`src/rtl/sce_pkg.sv`:
```
// Shared types and constants for the sigma-clipped standard error block.
// Holds field widths, register indexes, the controller command and status structs.
// No dependencies.
package sce_pkg;

  localparam int SAMPLE_W   = 32;
  localparam int SIGMA_W    = 31;
  localparam int KEPT_W     = 5;
  localparam int COUNT_W    = 5;
  localparam int CLIP_W     = 8;
  localparam int FLOOR_W    = 16;
  localparam int CFG_IDX_W  = 2;
  localparam int CFG_DATA_W = 16;

  localparam logic [CFG_IDX_W-1:0] CFG_SAMPLE_COUNT = 2'd0;
  localparam logic [CFG_IDX_W-1:0] CFG_CLIP_FACTOR  = 2'd1;
  localparam logic [CFG_IDX_W-1:0] CFG_MEAN_FLOOR   = 2'd2;

  typedef enum logic [1:0] {
    SRC_MEAN_ALL,
    SRC_MEAN_KEPT,
    SRC_VAR_ALL,
    SRC_VAR_KEPT
  } div_src_t;

  typedef struct packed {
    logic     load;
    logic     start_set;
    logic     div_start;
    div_src_t div_src;
    logic     cap_mean;
    logic     cap_km;
    logic     idx_clr;
    logic     idx_inc;
    logic     acc_clr;
    logic     use_km;
    logic     diff_en;
    logic     sq_en;
    logic     acc_add;
    logic     sqrt_start;
    logic     cap_sigma;
    logic     sigma_zero;
    logic     clip_eval;
    logic     cap_err;
    logic     err_zero;
    logic     out_load;
  } sce_cmd_t;

  typedef struct packed {
    logic close;
    logic div_busy;
    logic sqrt_busy;
    logic n_ge2;
    logic k_ge2;
    logic idx_last;
    logic out_free;
  } sce_status_t;

endpackage

```
`src/rtl/sce_datapath.sv`:
```
// Datapath for the sigma-clipped standard error block: sample memory, sums,
// shared restoring divider, shared integer square root and output register.
// Depends on sce_pkg; driven by sce_ctrl commands.
module sce_datapath #(
  parameter int MAX_SAMPLES = 16
) (
  input  logic                                  clk,
  input  logic                                  rst_n,
  input  sce_pkg::sce_cmd_t                     cmd,
  output sce_pkg::sce_status_t                  st,
  input  logic signed [sce_pkg::SAMPLE_W-1:0]   in_sample_value,
  input  logic                                  in_last_sample,
  input  logic [sce_pkg::COUNT_W-1:0]           sample_count,
  input  logic [sce_pkg::CLIP_W-1:0]            clip_factor,
  input  logic [sce_pkg::FLOOR_W-1:0]           mean_floor,
  input  logic                                  out_stall,
  output logic                                  out_valid,
  output logic signed [sce_pkg::SAMPLE_W-1:0]   out_mean_value,
  output logic [sce_pkg::SIGMA_W-1:0]           out_sigma_value,
  output logic [sce_pkg::KEPT_W-1:0]            out_kept_count,
  output logic [sce_pkg::SIGMA_W-1:0]           out_std_error,
  output logic                                  out_too_few_kept
);
  import sce_pkg::*;

  localparam int CNT_W  = $clog2(MAX_SAMPLES + 1);
  localparam int IDX_W  = $clog2(MAX_SAMPLES);
  localparam int SUM_W  = SAMPLE_W + CNT_W;
  localparam int ACC_W  = 64 + CNT_W;
  localparam int DEN_W  = 2 * CNT_W;
  localparam int DCNT_W = $clog2(ACC_W);

  logic signed [SAMPLE_W-1:0] mem [MAX_SAMPLES];
  logic signed [SAMPLE_W-1:0] rd_data_r;
  logic [CNT_W-1:0]           cnt_r, n_r, k_r, limit;
  logic signed [SUM_W-1:0]    sum_r, ksum_r;
  logic [IDX_W-1:0]           idx_r;
  logic [MAX_SAMPLES-1:0]     keep_r;
  logic signed [SAMPLE_W-1:0] m_r, km_r, mean_sel, q_mean;
  logic [SAMPLE_W-1:0]        mabs;
  logic                       active_r;
  logic signed [SAMPLE_W:0]   dif, negd;
  logic [31:0]                diff_r;
  logic [63:0]                sq_r, sq_prod;
  logic [ACC_W-1:0]           acc_r;
  logic [39:0]                thr_r, d16;
  logic                       clip_drop;
  logic [31:0]                sigma_r, err_r;

  logic [ACC_W-1:0]  div_num_r, div_num_sel;
  logic [DEN_W-1:0]  div_den_r, div_den_sel, div_rem_r;
  logic [DEN_W:0]    div_rem_sh, div_sub;
  logic              div_ge, div_busy_r;
  logic [DCNT_W-1:0] div_cnt_r;
  logic [63:0]       div_sat;

  logic [63:0] sq_x_r;
  logic [33:0] sq_rem_r;
  logic [31:0] sq_root_r;
  logic [35:0] sq_sh, sq_trial, sq_diff;
  logic        sq_ge, sqrt_busy_r;
  logic [4:0]  sq_cnt_r;

  logic                       out_valid_r;
  logic signed [SAMPLE_W-1:0] out_mean_r;
  logic [SIGMA_W-1:0]         out_sigma_r, out_err_r;
  logic [KEPT_W-1:0]          out_kept_r;
  logic                       out_few_r;

  function automatic logic [ACC_W-1:0] mean_num(logic signed [SUM_W-1:0] s,
                                                 logic [CNT_W-1:0] c);
    logic [ACC_W-1:0] u;
    u = {{(ACC_W-SUM_W){s[SUM_W-1]}}, s} + (ACC_W'(c) << 31);
    return (u << 1) + ACC_W'(c);
  endfunction

  function automatic logic [SIGMA_W-1:0] sat31(logic [31:0] v);
    return v[31] ? {SIGMA_W{1'b1}} : v[SIGMA_W-1:0];
  endfunction

  always_comb begin
    if (sample_count == '0) begin
      limit = CNT_W'(1);
    end else if (32'(sample_count) > 32'(MAX_SAMPLES)) begin
      limit = CNT_W'(MAX_SAMPLES);
    end else begin
      limit = CNT_W'(sample_count);
    end
  end

  assign st.close     = in_last_sample || ((cnt_r + CNT_W'(1)) >= limit);
  assign st.div_busy  = div_busy_r;
  assign st.sqrt_busy = sqrt_busy_r;
  assign st.n_ge2     = (n_r >= CNT_W'(2));
  assign st.k_ge2     = (k_r >= CNT_W'(2));
  assign st.idx_last  = ((CNT_W'(idx_r) + CNT_W'(1)) == n_r);
  assign st.out_free  = !out_valid_r || !out_stall;

  always_ff @(posedge clk) begin
    if (cmd.load) begin
      mem[cnt_r[IDX_W-1:0]] <= in_sample_value;
    end
    rd_data_r <= mem[idx_r];
  end

  always_ff @(posedge clk) begin
    if (!rst_n) begin
      cnt_r <= '0;
      sum_r <= '0;
    end else if (cmd.load) begin
      cnt_r <= cnt_r + CNT_W'(1);
      sum_r <= sum_r + {{(SUM_W-SAMPLE_W){in_sample_value[SAMPLE_W-1]}}, in_sample_value};
    end else if (cmd.start_set) begin
      cnt_r <= '0;
      sum_r <= '0;
    end
  end

  always_comb begin
    case (cmd.div_src)
      SRC_MEAN_ALL: begin
        div_num_sel = mean_num(sum_r, cnt_r);
        div_den_sel = DEN_W'({cnt_r, 1'b0});
      end
      SRC_MEAN_KEPT: begin
        div_num_sel = mean_num(ksum_r, k_r);
        div_den_sel = DEN_W'({k_r, 1'b0});
      end
      SRC_VAR_ALL: begin
        div_num_sel = acc_r;
        div_den_sel = DEN_W'(n_r - CNT_W'(1));
      end
      SRC_VAR_KEPT: begin
        div_num_sel = acc_r;
        div_den_sel = DEN_W'(k_r) * DEN_W'(k_r - CNT_W'(1));
      end
      default: begin
        div_num_sel = acc_r;
        div_den_sel = DEN_W'(1);
      end
    endcase
  end

  assign div_rem_sh = {div_rem_r, div_num_r[ACC_W-1]};
  assign div_sub    = div_rem_sh - {1'b0, div_den_r};
  assign div_ge     = (div_rem_sh >= {1'b0, div_den_r});
  assign div_sat    = (|div_num_r[ACC_W-1:64]) ? '1 : div_num_r[63:0];
  assign q_mean     = {~div_num_r[SAMPLE_W-1], div_num_r[SAMPLE_W-2:0]};
  assign mabs       = q_mean[SAMPLE_W-1] ? (~q_mean + 1'b1) : q_mean;

  always_ff @(posedge clk) begin
    if (!rst_n) begin
      div_busy_r <= 1'b0;
    end else if (cmd.div_start) begin
      div_busy_r <= 1'b1;
    end else if (div_busy_r && div_cnt_r == DCNT_W'(ACC_W - 1)) begin
      div_busy_r <= 1'b0;
    end
  end

  always_ff @(posedge clk) begin
    if (cmd.div_start) begin
      div_num_r <= div_num_sel;
      div_den_r <= div_den_sel;
      div_rem_r <= '0;
      div_cnt_r <= '0;
    end else if (div_busy_r) begin
      div_num_r <= {div_num_r[ACC_W-2:0], div_ge};
      div_rem_r <= div_ge ? div_sub[DEN_W-1:0] : div_rem_sh[DEN_W-1:0];
      div_cnt_r <= div_cnt_r + DCNT_W'(1);
    end
  end

  assign sq_sh    = {sq_rem_r, sq_x_r[63:62]};
  assign sq_trial = {2'b00, sq_root_r, 2'b01};
  assign sq_diff  = sq_sh - sq_trial;
  assign sq_ge    = (sq_sh >= sq_trial);

  always_ff @(posedge clk) begin
    if (!rst_n) begin
      sqrt_busy_r <= 1'b0;
    end else if (cmd.sqrt_start) begin
      sqrt_busy_r <= 1'b1;
    end else if (sqrt_busy_r && sq_cnt_r == 5'd31) begin
      sqrt_busy_r <= 1'b0;
    end
  end

  always_ff @(posedge clk) begin
    if (cmd.sqrt_start) begin
      sq_x_r    <= div_sat;
      sq_rem_r  <= '0;
      sq_root_r <= '0;
      sq_cnt_r  <= '0;
    end else if (sqrt_busy_r) begin
      sq_x_r    <= {sq_x_r[61:0], 2'b00};
      sq_rem_r  <= sq_ge ? sq_diff[33:0] : sq_sh[33:0];
      sq_root_r <= {sq_root_r[30:0], sq_ge};
      sq_cnt_r  <= sq_cnt_r + 5'd1;
    end
  end

  assign mean_sel  = cmd.use_km ? km_r : m_r;
  assign dif       = {rd_data_r[SAMPLE_W-1], rd_data_r} - {mean_sel[SAMPLE_W-1], mean_sel};
  assign negd      = -dif;
  assign sq_prod   = diff_r * diff_r;
  assign d16       = {4'b0000, diff_r, 4'b0000};
  assign clip_drop = active_r && (d16 > thr_r);

  always_ff @(posedge clk) begin
    if (cmd.start_set) begin
      n_r    <= cnt_r;
      k_r    <= '0;
      ksum_r <= '0;
    end else if (cmd.clip_eval && !clip_drop) begin
      k_r    <= k_r + CNT_W'(1);
      ksum_r <= ksum_r + {{(SUM_W-SAMPLE_W){rd_data_r[SAMPLE_W-1]}}, rd_data_r};
    end
    if (cmd.clip_eval) begin
      keep_r[idx_r] <= !clip_drop;
    end
    if (cmd.idx_clr) begin
      idx_r <= '0;
    end else if (cmd.idx_inc) begin
      idx_r <= idx_r + IDX_W'(1);
    end
    if (cmd.cap_mean) begin
      m_r      <= q_mean;
      active_r <= (mabs > {{(SAMPLE_W-FLOOR_W){1'b0}}, mean_floor});
    end
    if (cmd.cap_km) begin
      km_r <= q_mean;
    end
    if (cmd.diff_en) begin
      diff_r <= dif[SAMPLE_W] ? negd[31:0] : dif[31:0];
    end
    if (cmd.sq_en) begin
      sq_r <= sq_prod;
    end
    if (cmd.acc_clr) begin
      acc_r <= '0;
    end else if (cmd.acc_add && (!cmd.use_km || keep_r[idx_r])) begin
      acc_r <= acc_r + ACC_W'(sq_r);
    end
    if (cmd.cap_sigma) begin
      sigma_r <= sq_root_r;
      thr_r   <= 40'(clip_factor) * 40'(sq_root_r);
    end else if (cmd.sigma_zero) begin
      sigma_r <= '0;
      thr_r   <= '0;
    end
    if (cmd.cap_err) begin
      err_r <= sq_root_r;
    end else if (cmd.err_zero) begin
      err_r <= '0;
    end
  end

  always_ff @(posedge clk) begin
    if (!rst_n) begin
      out_valid_r <= 1'b0;
    end else if (cmd.out_load) begin
      out_valid_r <= 1'b1;
    end else if (!out_stall) begin
      out_valid_r <= 1'b0;
    end
  end

  always_ff @(posedge clk) begin
    if (cmd.out_load) begin
      out_mean_r  <= m_r;
      out_sigma_r <= sat31(sigma_r);
      out_kept_r  <= KEPT_W'(k_r);
      out_err_r   <= sat31(err_r);
      out_few_r   <= (k_r < CNT_W'(2));
    end
  end

  assign out_valid        = out_valid_r;
  assign out_mean_value   = out_mean_r;
  assign out_sigma_value  = out_sigma_r;
  assign out_kept_count   = out_kept_r;
  assign out_std_error    = out_err_r;
  assign out_too_few_kept = out_few_r;

endmodule

```
`config.mk`:
```
export PLATFORM = sky130hd
export DESIGN_NAME = sce_datapath
export DESIGN_NICKNAME = d
export VERILOG_FILES = /design/src/rtl/sce_pkg.sv /design/src/rtl/sce_datapath.sv
export SDC_FILE = /design/constraint.sdc
export NUM_CORES = 2
export LEC_CHECK = 0
export BUFFER_PORTS_ARGS = -buffer_cell sky130_fd_sc_hd__buf_2
export CAP_MARGIN = 20
export CORE_MARGIN = 2
export CORE_UTILIZATION = 50
export CTS_BUF_LIST = sky130_fd_sc_hd__clkbuf_8
export DETAILED_ROUTE_END_ITERATION = 8
export GPL_TIMING_DRIVEN = 0
export PLACE_DENSITY_LB_ADDON = 0.12
export SYNTH_ARGS = -nofsm -noshare
export SYNTH_HDL_FRONTEND = slang
export SYNTH_SLANG_ARGS = --single-unit
```
`constraint.sdc`:
```
create_clock -name clk -period 9.8 [get_ports clk]
set_input_delay 1.96 -clock clk [delete_from_list [all_inputs] [get_ports clk]]
set_output_delay 1.96 -clock clk [all_outputs]
set_load 0.1 [all_outputs]
```
==> impl_results.md <==
- Buf/Inv on CP: 8
- Gr usage total: 0.3251
- Hold Path Class: reg -> reg
- Worst path arrival time: 10.42 ns
- Ys async rst share: 0
- Total grt overflow: 0
- Clk Latency, worst-skew pair: 1.06 ns
- DRT iter0 DRCs: ~6.7k
- Leading post-synthesis cells by instance count: inv_1 (1355), edfxtp_1 (1040), fa_1 (992), nor2_1 (779), ha_1 (681)
- CP max stage delay: roughly 0.68 ns
- CTS sink cnt: about 1.3k
- Fin nets: between 10k and 15k
- #FFs+latches synth: approximately 1.3k
- H-tree levels: 4
- Most common cell on crit path: fa_1
- First-pass GRT wire length: just under 500 mm
- Site Rows: roughly 170
- CTS tree: built
- Number of warning messages in the yosys log: 0
- Post-detail-place hpwl: between 200 and 300 mm
- Top_reg_cell synth: edfxtp_1
- Final wirelength: between 300 and 400 mm
- Via count: 74.06k
- Count leader, synth: inv_1
- Final Hold Vio Count: 0
- Min cycle time layout: ~9.6 ns
- Initial antenna violation count: 42
- Max Root-Sink Buffers: 3
- Drt pass-1 iters: 6
- Core footprint: 0.2044 sq mm
- Area growth from synthesis to layout: 10.52%
- Mapped cell area: about 0.1 sq mm
- Max_cap viols: 0
- Hold Path Depth: 0
- DRC: 0
- Post-route antenna net violation count: 0
- Die Y: between 400 and 500 um
- Fill count: 17.88k
- Critical path launch point type: flop
- Setup ws final: 0.2052 ns
- # hold bufs at CTS: 0
- Ports: 194
- Critical path depth in cells: 30
- Avg Vias per Cell: 5.738
- Worst-Margin Slew: between 1 and 1.5 ns
- Max Fclk: around 0.10 GHz
- Vias in the first global route: roughly 75k
- WL per Instance: 26.36 um
- Setup violators final: 0
- Critical Path Fanout Max: 10
- CP max stage cell: clkbuf_1
- Mapped Cells: 9503
- Final period utilization: 0.9791
- Port Buffer Count: 190
- Cell variety after synth: ~120
- CTS Buf Count: around 220
- Worst clock skew: between 0.1 and 0.15 ns
- Die W: roughly 460 um
- RD Place Congestion: 0.9820
- Area leader, netlist: edfxtp_1
- Die area: between 0.2 and 0.25 sq mm
- Crit-path leading delay family: adder cells
- Clk pin slew, worst setup/hold paths: roughly 0.07 ns
- Post-synth EDFFs: roughly 1.0k
- Layout cells sized above 1: 0.1027
- Clock Tree Root: clkbuf_8
- Post-synthesis sequential area ratio: 0.3586
- CP required: about 11 ns
- Post-Syn Area per Cell: between 10 and 15 sq um
- Relative slew slack: 0.2065
- Syn_nets: ~11k
- Initial core utilization: 0.5026
- Pin count of the biggest net entering global routing: 66
- WS Path Type: reg -> reg
- Place WS: -0.9129 ns
- TNS Setup: 0 ns
- Reg2reg path depth: 30
- CP endpoint kind: flop
- Status: complete, no violations
- Post-synth top area share: 0.3040
- Fin. max-slew vios: 0
- Top cells by area, synth: edfxtp_1 (30%), fa_1 (19%), ha_1 (8.3%), dfxtp_1 (5.5%), inv_1 (5.0%)
==> cell type report <==
type | count | area, sq um | share of cell area
clock buffer | 257 | 3537 | 0.03116
inverter | 1358 | 5100 | 0.04492
antenna | 14 | 35.03 | 0.0003086
timing repair buffer | 286 | 2315 | 0.02039
tap | 2688 | 3363 | 0.02962
clock inverter | 165 | 1355 | 0.01194
multi-input combinational | 6401 | 59250 | 0.5219
buffer | 418 | 1739 | 0.01532
sequential | 1320 | 36840 | 0.3245
==> sequential cells by signal, summed over array words and instances (netlist names), 34 cells and up <==
name / flops
acc_r: 69
div_num_r: 69
sum_r: 37
mem: 512
sq_x_r: 64
thr_r: 40
sq_rem_r: 34
sq_r: 63
ksum_r: 37
==> cell usage in the layout, fill, tap and decap left out, types with 86 or more instances in the layout <==
master / instances
inv_1: 1432
nand2_1: 666
xnor2_1: 273
clkbuf_8: 257
a21o_1: 216
nor2b_1: 92
a21oi_1: 556
dfxtp_1: 280
nand3_1: 86
nor2_1: 767
edfxtp_1: 1040
mux4_2: 169
buf_2: 224
clkbuf_1: 297
xor2_1: 196
and2_1: 412
ha_1: 681
o21ai_0: 198
mux2i_1: 145
fa_1: 992
==> per-layer routing <==
metal / GRT usage / routed length, um / share of wire
met4: 0.1508 / 17510 / 0.051
met3: 0.05418 / 24090 / 0.071
met2: 0.5256 / 159200 / 0.47
met5: 0 / 72 / 0.00021
met1: 0.4292 / 139400 / 0.41
==> through the flow <==
stage,utilization,cell area [sq um],hold WS [ns],std cells
floorplan,-,102700,0.4222,9503
global placement,0.5237,107000,0.4403,12381
detailed placement,0.5285,108000,0.4338,12431
CTS,0.5531,113100,0.4476,12860
global route,0.5554,113500,0.4688,12899
finish,0.5555,113500,0.4415,12907
==> path summary, 6_finish.rpt <==
kind | start | endpoint | slack (ns)
worst max-delay path | diff_r[3]$_DFFE_PP_ | sq_r[62]$_DFFE_PP_ | 0.21
worst min-delay path | m_r[28]$_DFFE_PP_ | out_mean_value[28]$_DFFE_PP_ | 0.44
worst max register to register | diff_r[3]$_DFFE_PP_ | sq_r[62]$_DFFE_PP_ | 0.21
worst min register to register | m_r[28]$_DFFE_PP_ | out_mean_value[28]$_DFFE_PP_ | 0.44
==> kinds of logic after synthesis <==
logic type / Yosys count / share of synthesized area
mux: 327 / 0.05261
flops: 1320 / 0.3586
simple gates: 2511 / 0.1180
compound gates: 1421 / 0.08870
fa+ha+maj: 1673 / 0.2763
buf+inv: 1782 / 0.06579
xor+xnor: 469 / 0.03999
==> timing repair <==
action	in CTS	in global routing
pin swaps	0	0
gates resized for setup	35	74
endpoints found under the setup margin	27	14
setup buffers	8	31
Power is not shown: default switching activity piles up to over one toggle a cycle in this logic, so the estimate is an artifact.
