`config.mk`:
```
export PLATFORM = sky130hd
export DESIGN_NAME = sce_ctrl
export DESIGN_NICKNAME = d
export VERILOG_FILES = /design/src/rtl/sce_pkg.sv /design/src/rtl/sce_ctrl.sv
export SDC_FILE = /design/constraint.sdc
export NUM_CORES = 1
export LEC_CHECK = 0
export BUFFER_PORTS_ARGS = -buffer_cell sky130_fd_sc_hd__buf_4
export CELL_PAD_IN_SITES_DETAIL_PLACEMENT = 1
export CELL_PAD_IN_SITES_GLOBAL_PLACEMENT = 1
export CORE_MARGIN = 1.5
export CORE_UTILIZATION = 25
export DETAILED_ROUTE_END_ITERATION = 6
export HOLD_SLACK_MARGIN = 0.03
export PLACE_DENSITY = 0.77
export SYNTH_ARGS = -nofsm -noshare
export SYNTH_HDL_FRONTEND = slang
export SYNTH_SLANG_ARGS = --single-unit
```
`constraint.sdc`:
```
create_clock -name clk -period 3.02 [get_ports clk]
set_clock_uncertainty 0.1 [all_clocks]
set_input_delay 0.302 -clock clk [delete_from_list [all_inputs] [get_ports clk]]
set_output_delay 0.302 -clock clk [all_outputs]
set_load 0.01 [all_outputs]
```
`src/rtl/sce_pkg.sv`:
```
// Shared types and constants for the sigma-clipped standard error block.
// Holds field widths, register indexes, the controller command and status structs.
// No dependencies.
package sce_pkg;

  localparam int SAMPLE_W   = 32;
  localparam int SIGMA_W    = 31;
  localparam int KEPT_W     = 5;
  localparam int COUNT_W    = 5;
  localparam int CLIP_W     = 8;
  localparam int FLOOR_W    = 16;
  localparam int CFG_IDX_W  = 2;
  localparam int CFG_DATA_W = 16;

  localparam logic [CFG_IDX_W-1:0] CFG_SAMPLE_COUNT = 2'd0;
  localparam logic [CFG_IDX_W-1:0] CFG_CLIP_FACTOR  = 2'd1;
  localparam logic [CFG_IDX_W-1:0] CFG_MEAN_FLOOR   = 2'd2;

  typedef enum logic [1:0] {
    SRC_MEAN_ALL,
    SRC_MEAN_KEPT,
    SRC_VAR_ALL,
    SRC_VAR_KEPT
  } div_src_t;

  typedef struct packed {
    logic     load;
    logic     start_set;
    logic     div_start;
    div_src_t div_src;
    logic     cap_mean;
    logic     cap_km;
    logic     idx_clr;
    logic     idx_inc;
    logic     acc_clr;
    logic     use_km;
    logic     diff_en;
    logic     sq_en;
    logic     acc_add;
    logic     sqrt_start;
    logic     cap_sigma;
    logic     sigma_zero;
    logic     clip_eval;
    logic     cap_err;
    logic     err_zero;
    logic     out_load;
  } sce_cmd_t;

  typedef struct packed {
    logic close;
    logic div_busy;
    logic sqrt_busy;
    logic n_ge2;
    logic k_ge2;
    logic idx_last;
    logic out_free;
  } sce_status_t;

endpackage

```
`src/rtl/sce_ctrl.sv`:
```
// Controller state machine for the sigma-clipped standard error block.
// Sequences loading, the statistics passes, division and square root.
// Depends on sce_pkg.
module sce_ctrl (
  input  logic                 clk,
  input  logic                 rst_n,
  input  logic                 in_valid,
  output logic                 in_stall,
  input  sce_pkg::sce_status_t st,
  output sce_pkg::sce_cmd_t    cmd
);
  import sce_pkg::*;

  typedef enum logic [3:0] {
    S_LOAD,
    S_START,
    S_MEAN1,
    S_DV_RD,
    S_DV_DIFF,
    S_DV_SQ,
    S_DV_ACC,
    S_DV_END,
    S_DV_DIV,
    S_DV_SQRT,
    S_CL_RD,
    S_CL_DIFF,
    S_CL_EVAL,
    S_CL_END,
    S_MEAN2,
    S_DONE
  } state_t;

  state_t state_r, state_nxt;
  logic   pass_r, pass_nxt;

  always_comb begin
    cmd        = '0;
    state_nxt  = state_r;
    pass_nxt   = pass_r;
    in_stall   = (state_r != S_LOAD);
    cmd.use_km = pass_r;
    case (state_r)
      S_LOAD: begin
        if (in_valid) begin
          cmd.load = 1'b1;
          if (st.close) state_nxt = S_START;
        end
      end
      S_START: begin
        cmd.start_set = 1'b1;
        cmd.div_start = 1'b1;
        cmd.div_src   = SRC_MEAN_ALL;
        pass_nxt      = 1'b0;
        state_nxt     = S_MEAN1;
      end
      S_MEAN1: begin
        if (!st.div_busy) begin
          cmd.cap_mean = 1'b1;
          cmd.idx_clr  = 1'b1;
          if (st.n_ge2) begin
            cmd.acc_clr = 1'b1;
            state_nxt   = S_DV_RD;
          end else begin
            cmd.sigma_zero = 1'b1;
            state_nxt      = S_CL_RD;
          end
        end
      end
      S_DV_RD: state_nxt = S_DV_DIFF;
      S_DV_DIFF: begin
        cmd.diff_en = 1'b1;
        state_nxt   = S_DV_SQ;
      end
      S_DV_SQ: begin
        cmd.sq_en = 1'b1;
        state_nxt = S_DV_ACC;
      end
      S_DV_ACC: begin
        cmd.acc_add = 1'b1;
        cmd.idx_inc = 1'b1;
        state_nxt   = st.idx_last ? S_DV_END : S_DV_RD;
      end
      S_DV_END: begin
        cmd.div_start = 1'b1;
        cmd.div_src   = pass_r ? SRC_VAR_KEPT : SRC_VAR_ALL;
        state_nxt     = S_DV_DIV;
      end
      S_DV_DIV: begin
        if (!st.div_busy) begin
          cmd.sqrt_start = 1'b1;
          state_nxt      = S_DV_SQRT;
        end
      end
      S_DV_SQRT: begin
        if (!st.sqrt_busy) begin
          if (pass_r) begin
            cmd.cap_err = 1'b1;
            state_nxt   = S_DONE;
          end else begin
            cmd.cap_sigma = 1'b1;
            cmd.idx_clr   = 1'b1;
            state_nxt     = S_CL_RD;
          end
        end
      end
      S_CL_RD: state_nxt = S_CL_DIFF;
      S_CL_DIFF: begin
        cmd.diff_en = 1'b1;
        state_nxt   = S_CL_EVAL;
      end
      S_CL_EVAL: begin
        cmd.clip_eval = 1'b1;
        cmd.idx_inc   = 1'b1;
        state_nxt     = st.idx_last ? S_CL_END : S_CL_RD;
      end
      S_CL_END: begin
        if (st.k_ge2) begin
          cmd.div_start = 1'b1;
          cmd.div_src   = SRC_MEAN_KEPT;
          state_nxt     = S_MEAN2;
        end else begin
          cmd.err_zero = 1'b1;
          state_nxt    = S_DONE;
        end
      end
      S_MEAN2: begin
        if (!st.div_busy) begin
          cmd.cap_km  = 1'b1;
          cmd.idx_clr = 1'b1;
          cmd.acc_clr = 1'b1;
          pass_nxt    = 1'b1;
          state_nxt   = S_DV_RD;
        end
      end
      S_DONE: begin
        if (st.out_free) begin
          cmd.out_load = 1'b1;
          state_nxt    = S_LOAD;
        end
      end
      default: state_nxt = S_LOAD;
    endcase
  end

  always_ff @(posedge clk) begin
    if (!rst_n) begin
      state_r <= S_LOAD;
      pass_r  <= 1'b0;
    end else begin
      state_r <= state_nxt;
      pass_r  <= pass_nxt;
    end
  end

endmodule

```
==> results_dict.tcl, run 1 <==
set metrics [dict create \
    ys_seq_elements 5 \
    vias_per_cell 5.423 \
    ir_drop_uv 233.6 \
    synth-compound-area-share_pct 28.44 \
    core_area_um2 2567 \
    cts_num_sinks 5 \
    fin_crit_sh_pct 79.17 \
    p_leak_uw 0.0004020 \
    gr-usage-all-layers_pct 15.03 \
    synthArstFlopShare_pct 0 \
    fp.dieArea_um2 3124 \
    numPortBuffers 31 \
    crit_path_end_kind "primary output" \
    worst-path-max-fanout 26 \
    grt_pass1_wl_mm 3.912 \
    grt-ovfl-total 0 \
    diodes 0 \
    syn_inst 100 \
    drc 0 \
    routed_wl_mm 2.345 \
    fin_nets 137 \
    grt_pass1_vias 800 \
    synth_top_family_by_area "simple AND/OR/NAND/NOR gates" \
    fin_crit_ps 2391 \
    finalHoldViolCount 0 \
    setup.worst_path.class "flip-flop to primary output" \
    relSlewSlack_pct 44.66 \
    cts_setup_buffers 0 \
    clock_tree.root_cell "clkbuf_4" \
    num_rows 18 \
    startpoint_type "flip-flop" \
    gp_congestion 0.7859 \
    dpl.hpwl_mm 1.770 \
    rsz0062_at_grt "no" \
    synth_top_area_share_pct 14.31 \
    yosysTopAreaCell "dfxtp_1" \
    muxShareOfSynthArea_pct 2.862 \
    min_path_type "primary input to flip-flop" \
    fin_tns_setup_ps 0 \
    io_pins 32 \
    first_iter_violations 15 \
    syn-num-nets 110 \
    netlist_area_um2 699.4 \
    drv_slew 0 \
    cap_violations 0 \
    synthSimpleGateAreaFrac_pct 44.01 \
    vias 846 \
    clkSlewWorstSetupHoldPaths_ps 40 \
    critical_path_required_ps 2620 \
    fmax_mhz 418.3 \
    ys_warn_count 0 \
    finalSetupViolCount 0 \
    cts_hold_buf 0 \
    antenna_found_initial 0 \
    drive_gt1_share_pct 31.75 \
    die_w_um 55.90 \
    tightest_slew_ps 828.9 \
    ant_nets 0 \
    cts.path.max_buffers 2 \
    die_h_um 55.90 \
    cts_resized 0 \
    place_ws_ps 938.4 \
    power_density_nw_per_um2 212.0 \
    synth_area_leaders "dfxtp_1 (14%), nand2_1 (7.5%), buf_4 (5.4%), nor2_1 (5.4%), nand2b_1 (4.5%)" \
    fin_ws_ps 629.1 \
    arrival_ps 1990 \
    cts_tree "built" \
    initial_core_util_pct 27.24 \
    seq_area_frac_synth_pct 14.31 \
    status "completed" \
    wl_per_cell_um 15.03 \
    grt_max_degree 27 \
    synth_fa_ha_area_share_pct 0 \
    fillCellCount 349 \
    ys.flop_type "dfxtp_1" \
    ys_types 42 \
    syn_avg_cell_area_um2 6.994 \
    cts_buffers 3 \
    htreeDepth 1 \
    synth-xor-area-share_pct 0 \
    syn_to_final_growth_pct 34.17 \
    dr.pass1.iters 4 \
    synth_edf_count 0 \
    clock_latency_ps 240 \
]
==> cell usage in the layout, fill, tap and decap left out, drive strengths merged, types with 4 or more instances in the layout <==
| cell | Yosys | layout |
|---|---|---|
| nor2 | 11 | 11 |
| clkbuf | 0 | 4 |
| buf | 9 | 31 |
| o21ai | 4 | 4 |
| nand2 | 14 | 14 |
| dfxtp | 5 | 5 |
| a21oi | 4 | 4 |
| nor3 | 4 | 4 |
| inv | 4 | 4 |
| nand2b | 5 | 5 |
==> worst paths after layout <==
kind,startpoint,cells after the start,to,slack [ps]
hold / removal,rst_n,2,state_r[1],260
setup reg to reg,state_r[2],4,state_r[1],1040
hold reg to reg,pass_r,2,pass_r,490
setup / recovery,state_r[1],4,cmd[4],630
==> Yosys cell counts, types with 2 or more instances <==
cell type / n
nor3b_1: 3
nand2_1: 14
dfxtp_1: 5
o21ai_0: 2
nor2b_1: 2
a21oi_1: 4
a211oi_1: 2
o211ai_1: 3
nand2b_1: 5
nor3_1: 4
nor4_2: 2
and2_1: 2
buf_2: 4
nand3b_1: 2
mux2i_1: 2
a21o_1: 2
inv_1: 3
nor2_1: 10
buf_4: 5
and3b_1: 2
==> final cells by class <==
| cell class | count | area (um^2) | area share (%) |
|---|---|---|---|
| well taps | 30 | 37.54 | 4.000 |
| inverters | 4 | 15.01 | 1.600 |
| repair buffers | 31 | 232.7 | 24.80 |
| clock buffers | 4 | 26.28 | 2.800 |
| flip-flops and latches | 5 | 100.1 | 10.67 |
| multi-input cells | 82 | 526.8 | 56.13 |
==> metal layers <==
| metal | up-vias | GRT usage (%) | wire length [um] |
|---|---|---|---|
| li1 | 411 | - | - |
| met1 | 420 | 20.45 | 1121 |
| met2 | 15 | 24.66 | 1134 |
| met3 | 0 | 4.419 | 89 |
| met4 | 0 | 1.020 | 0 |
| met5 | - | 0 | 0 |
==> registers in the layout (all words and copies together) (netlist names) <==
register	cells
state_r	4
pass_r	1
==> cell families after synthesis <==
family,count (synthesis)
multiplexers,2
buffers and inverters,13
AO/OA/AOI/OAI,26
flip-flops,5
AND/OR/NAND/NOR,54
==> per-stage QoR <==
stage / hold slack, ps / cell area, um^2 / instances / util (%) / power, uW
after CTS: 257.1 / 938.4 / 156 / 36.55 / 203.6
after detailed placement: 498.7 / 912.1 / 152 / 35.53 / 125.1
after global placement: 479.4 / 912.1 / 152 / 35.53 / 123.3
after global routing: 257.8 / 938.4 / 156 / 36.55 / 215.2
after floorplan: 327.5 / 699.4 / 100 / - / 100.3
final: 264.1 / 938.4 / 156 / 36.55 / 199.0
==> critical path, cell delays in order, from the launching register on <==
cell and delay, ps:
dfxtp_1 850, or2b_1 350, nor4_2 230, nor2b_1 180, buf_4 130
==> where the power goes <==
| part | switching [uW] | internal [uW] |
|---|---|---|
| clock network | 25.0 | 49.8 |
| registers | 7.06 | 67.5 |
| logic | 23.8 | 25.8 |
(Power assumes the default switching activity.)
==> inputs of run 2 (changes only) <==
--- a/config.mk
+++ b/config.mk
@@ -5,14 +5,15 @@
 export SDC_FILE = /design/constraint.sdc
 export NUM_CORES = 1
 export LEC_CHECK = 0
+export ABC_AREA = 1
 export BUFFER_PORTS_ARGS = -buffer_cell sky130_fd_sc_hd__buf_4
 export CELL_PAD_IN_SITES_DETAIL_PLACEMENT = 1
 export CELL_PAD_IN_SITES_GLOBAL_PLACEMENT = 1
 export CORE_MARGIN = 1.5
-export CORE_UTILIZATION = 25
+export CORE_UTILIZATION = 24
 export DETAILED_ROUTE_END_ITERATION = 6
 export HOLD_SLACK_MARGIN = 0.03
-export PLACE_DENSITY = 0.77
+export PLACE_DENSITY = 0.86
 export SYNTH_ARGS = -nofsm -noshare
 export SYNTH_HDL_FRONTEND = slang
 export SYNTH_SLANG_ARGS = --single-unit
==> constraint.sdc (replaced) <==
create_clock -name clk -period 2.16 [get_ports clk]
set_clock_uncertainty 0.1 [all_clocks]
set_input_delay 0.216 -clock clk [delete_from_list [all_inputs] [get_ports clk]]
set_output_delay 0.216 -clock clk [all_outputs]
set_load 0.01 [all_outputs]
==> results_dict.tcl, run 2 <==
set metrics [dict create \
    status "completed" \
    min_path_type "primary input to flip-flop" \
    finalSetupViolCount 0 \
    syn_inst 104 \
    wl_per_cell_um 12.72 \
    synth_top_area_share_pct 17.54 \
    cts.path.max_buffers 2 \
    fin_nets 149 \
    numPortBuffers 31 \
    cts_hold_buf 0 \
    stdcell_area_um2 858.3 \
    crit_path_end_kind "primary output" \
    rsz0062_at_grt "no" \
    relSlewSlack_pct 78.59 \
    diodes 0 \
    p_leak_uw 0.0004756 \
    synth_most_common_cell "nand2_1" \
    biggestRegsByFlops "state_r: 4 flops, pass_r: 1 flops" \
    ys_seq_elements 5 \
    path_buf_inv 2 \
    final_cell_mix "buf_4 (31), nand2_1 (26), inv_1 (15)" \
    gp_congestion 0.8296 \
    ir_drop_uv 462.2 \
    seq_area_frac_synth_pct 17.54 \
    grt_pass1_wl_mm 3.229 \
    startpoint_type "flip-flop" \
    synth_commonest_cells "nand2_1 (26), inv_1 (15), nand3_1 (13), nor2_1 (13)" \
    htreeDepth 1 \
    die_w_um 51.76 \
    grt-ovfl-total 0 \
    fin_crit_sh_pct 88.12 \
    grt_pass1_vias 763 \
    wl_met3_um 119 \
    fin_cells 166 \
    max_flop_register "state_r" \
    clkSlewWorstSetupHoldPaths_ps 60 \
    power_density_nw_per_um2 934.1 \
    synth-compound-area-share_pct 9.430 \
    ys.flop_type "dfxtp_1" \
    place_area_um2 830.8 \
    drv_slew 0 \
    grt_max_degree 8 \
    wl_met1_um 864 \
    synthSimpleGateAreaFrac_pct 58.55 \
    worst-path-max-fanout 6 \
    ys_warn_count 0 \
    tightest_slew_ps 320.8 \
    core_area_um2 2233 \
    vias 783 \
    io_pins 32 \
    syn_to_final_growth_pct 50.44 \
    gr-usage-all-layers_pct 16.34 \
    muxShareOfSynthArea_pct 0 \
    ys_types 20 \
    antenna_found_initial 0 \
    clock_tree.root_cell "clkbuf_4" \
    fp.dieArea_um2 2679 \
    critical_path_required_ps 1840 \
    cts_resized 0 \
    syn-num-nets 114 \
    largest_reg_flops 4 \
    netlist_area_um2 570.5 \
    critical_path.cell_chain "inv_2, nor2_2, nand2_1, nor3_1, nand3b_1, buf_4" \
    synth_fa_ha_area_share_pct 0 \
    ant_nets 0 \
    fin_tns_setup_ps 0 \
    first_iter_violations 11 \
    yosysTopAreaCell "dfxtp_1" \
    drc 0 \
    initial_core_util_pct 25.55 \
    vias_per_cell 4.717 \
    die_h_um 51.76 \
    synth_top_family_by_area "simple AND/OR/NAND/NOR gates" \
    fin_crit_ps 1903 \
    clock_latency_ps 260 \
    drive_gt1_share_pct 39.13 \
    met2_wirelength_mm 1.106 \
    cts_buffers 3 \
    cts_tree "built" \
    routed_wl_mm 2.111 \
    synth_edf_count 0 \
    finalHoldViolCount 0 \
    synthArstFlopShare_pct 0 \
    synth-xor-area-share_pct 0 \
    cts_setup_buffers 0 \
    dpl.hpwl_mm 1.816 \
    setup.worst_path.class "flip-flop to primary output" \
    fin_hold_ws_ps 94.54 \
    dr.pass1.iters 4 \
    cap_violations 0 \
    cts_num_sinks 5 \
    arrival_ps 1590 \
    post-place-cells 162 \
    mostFrequentLayoutCell "buf_4" \
    syn_avg_cell_area_um2 5.486 \
    fmax_mhz 525.4 \
    slowest_delay_ps 480 \
    slowest_stage "dfxtp_1" \
    highest_layer "met4" \
    synth_area_leaders "dfxtp_1 (18%), nand2_1 (17%), nand3_1 (11%), inv_1 (9.9%), nor2_1 (8.6%)" \
    cp_top_family "simple AND/OR/NAND/NOR gates" \
    num_rows 17 \
]
[run 2: changes by cell type after synthesis, sizes merged, moves of 3 or more]
cell    before  now
nor4         3    0
buf          9    1
nand3        1   14
nand2b       5    0
nand2       14   30
o211ai       3    0
inv          4   20
nor3b        3    0
nor2        11   20
[run 2: worst reg2reg max path: stages, from the launching register on]
cell and delay, ps:
dfxtp_1 370, nor2_2 310, nand2_2 130, a21oi_2 170, nor2_4 80, nand2_4 80, nand2_1 50, a21oi_1 140
[run 2: worst paths after layout]
kind / end / start / depth (start not counted) / slack (ps)
worst min-delay path: state_r[0] / rst_n / 3 / 90
worst min register to register: pass_r / pass_r / 2 / 400
worst max-delay path: cmd[13] / state_r[0] / 6 / 260
worst max register to register: state_r[1] / state_r[1] / 7 / 650
[run 2: area by class of cell]
cell class,count,area [um^2]
clock buffer,3,22.52
clock inverter,1,5.005
fill,321,1375
inverter,20,75.07
multi-input combinational,78,387.9
sequential,5,100.1
tap,28,35.03
timing repair buffer,31,232.7
[run 2: cell families (layout without fill, tap and decap cells)]
logic type	Yosys count	count (layout)
buffers and inverters	21	55
flip-flops	5	5
AND/OR/NAND/NOR	69	69
AO/OA/AOI/OAI	9	9
[run 2: power breakdown]
part	switching, uW	internal, uW	total [uW]
clock	50.9	67.8	119
combinational	323	202	526
sequential	43.4	114	157
[run 2: per-stage QoR]
step	power, uW	util, %	setup slack [ps]
after floorplan	488.8	-	596.9
after global placement	658.1	37.20	547.4
after detailed placement	680.5	37.20	531.1
after CTS	803.9	38.43	231.3
after global routing	858.1	38.43	131.3
final	801.7	38.43	256.7
[run 2: per-layer routing]
| metal | track usage, % | vias to the layer above |
|---|---|---|
| met5 | 0 | - |
| met1 | 17.80 | 367 |
| met4 | 3.947 | 0 |
| li1 | - | 391 |
| met2 | 30.34 | 20 |
| met3 | 5.172 | 5 |
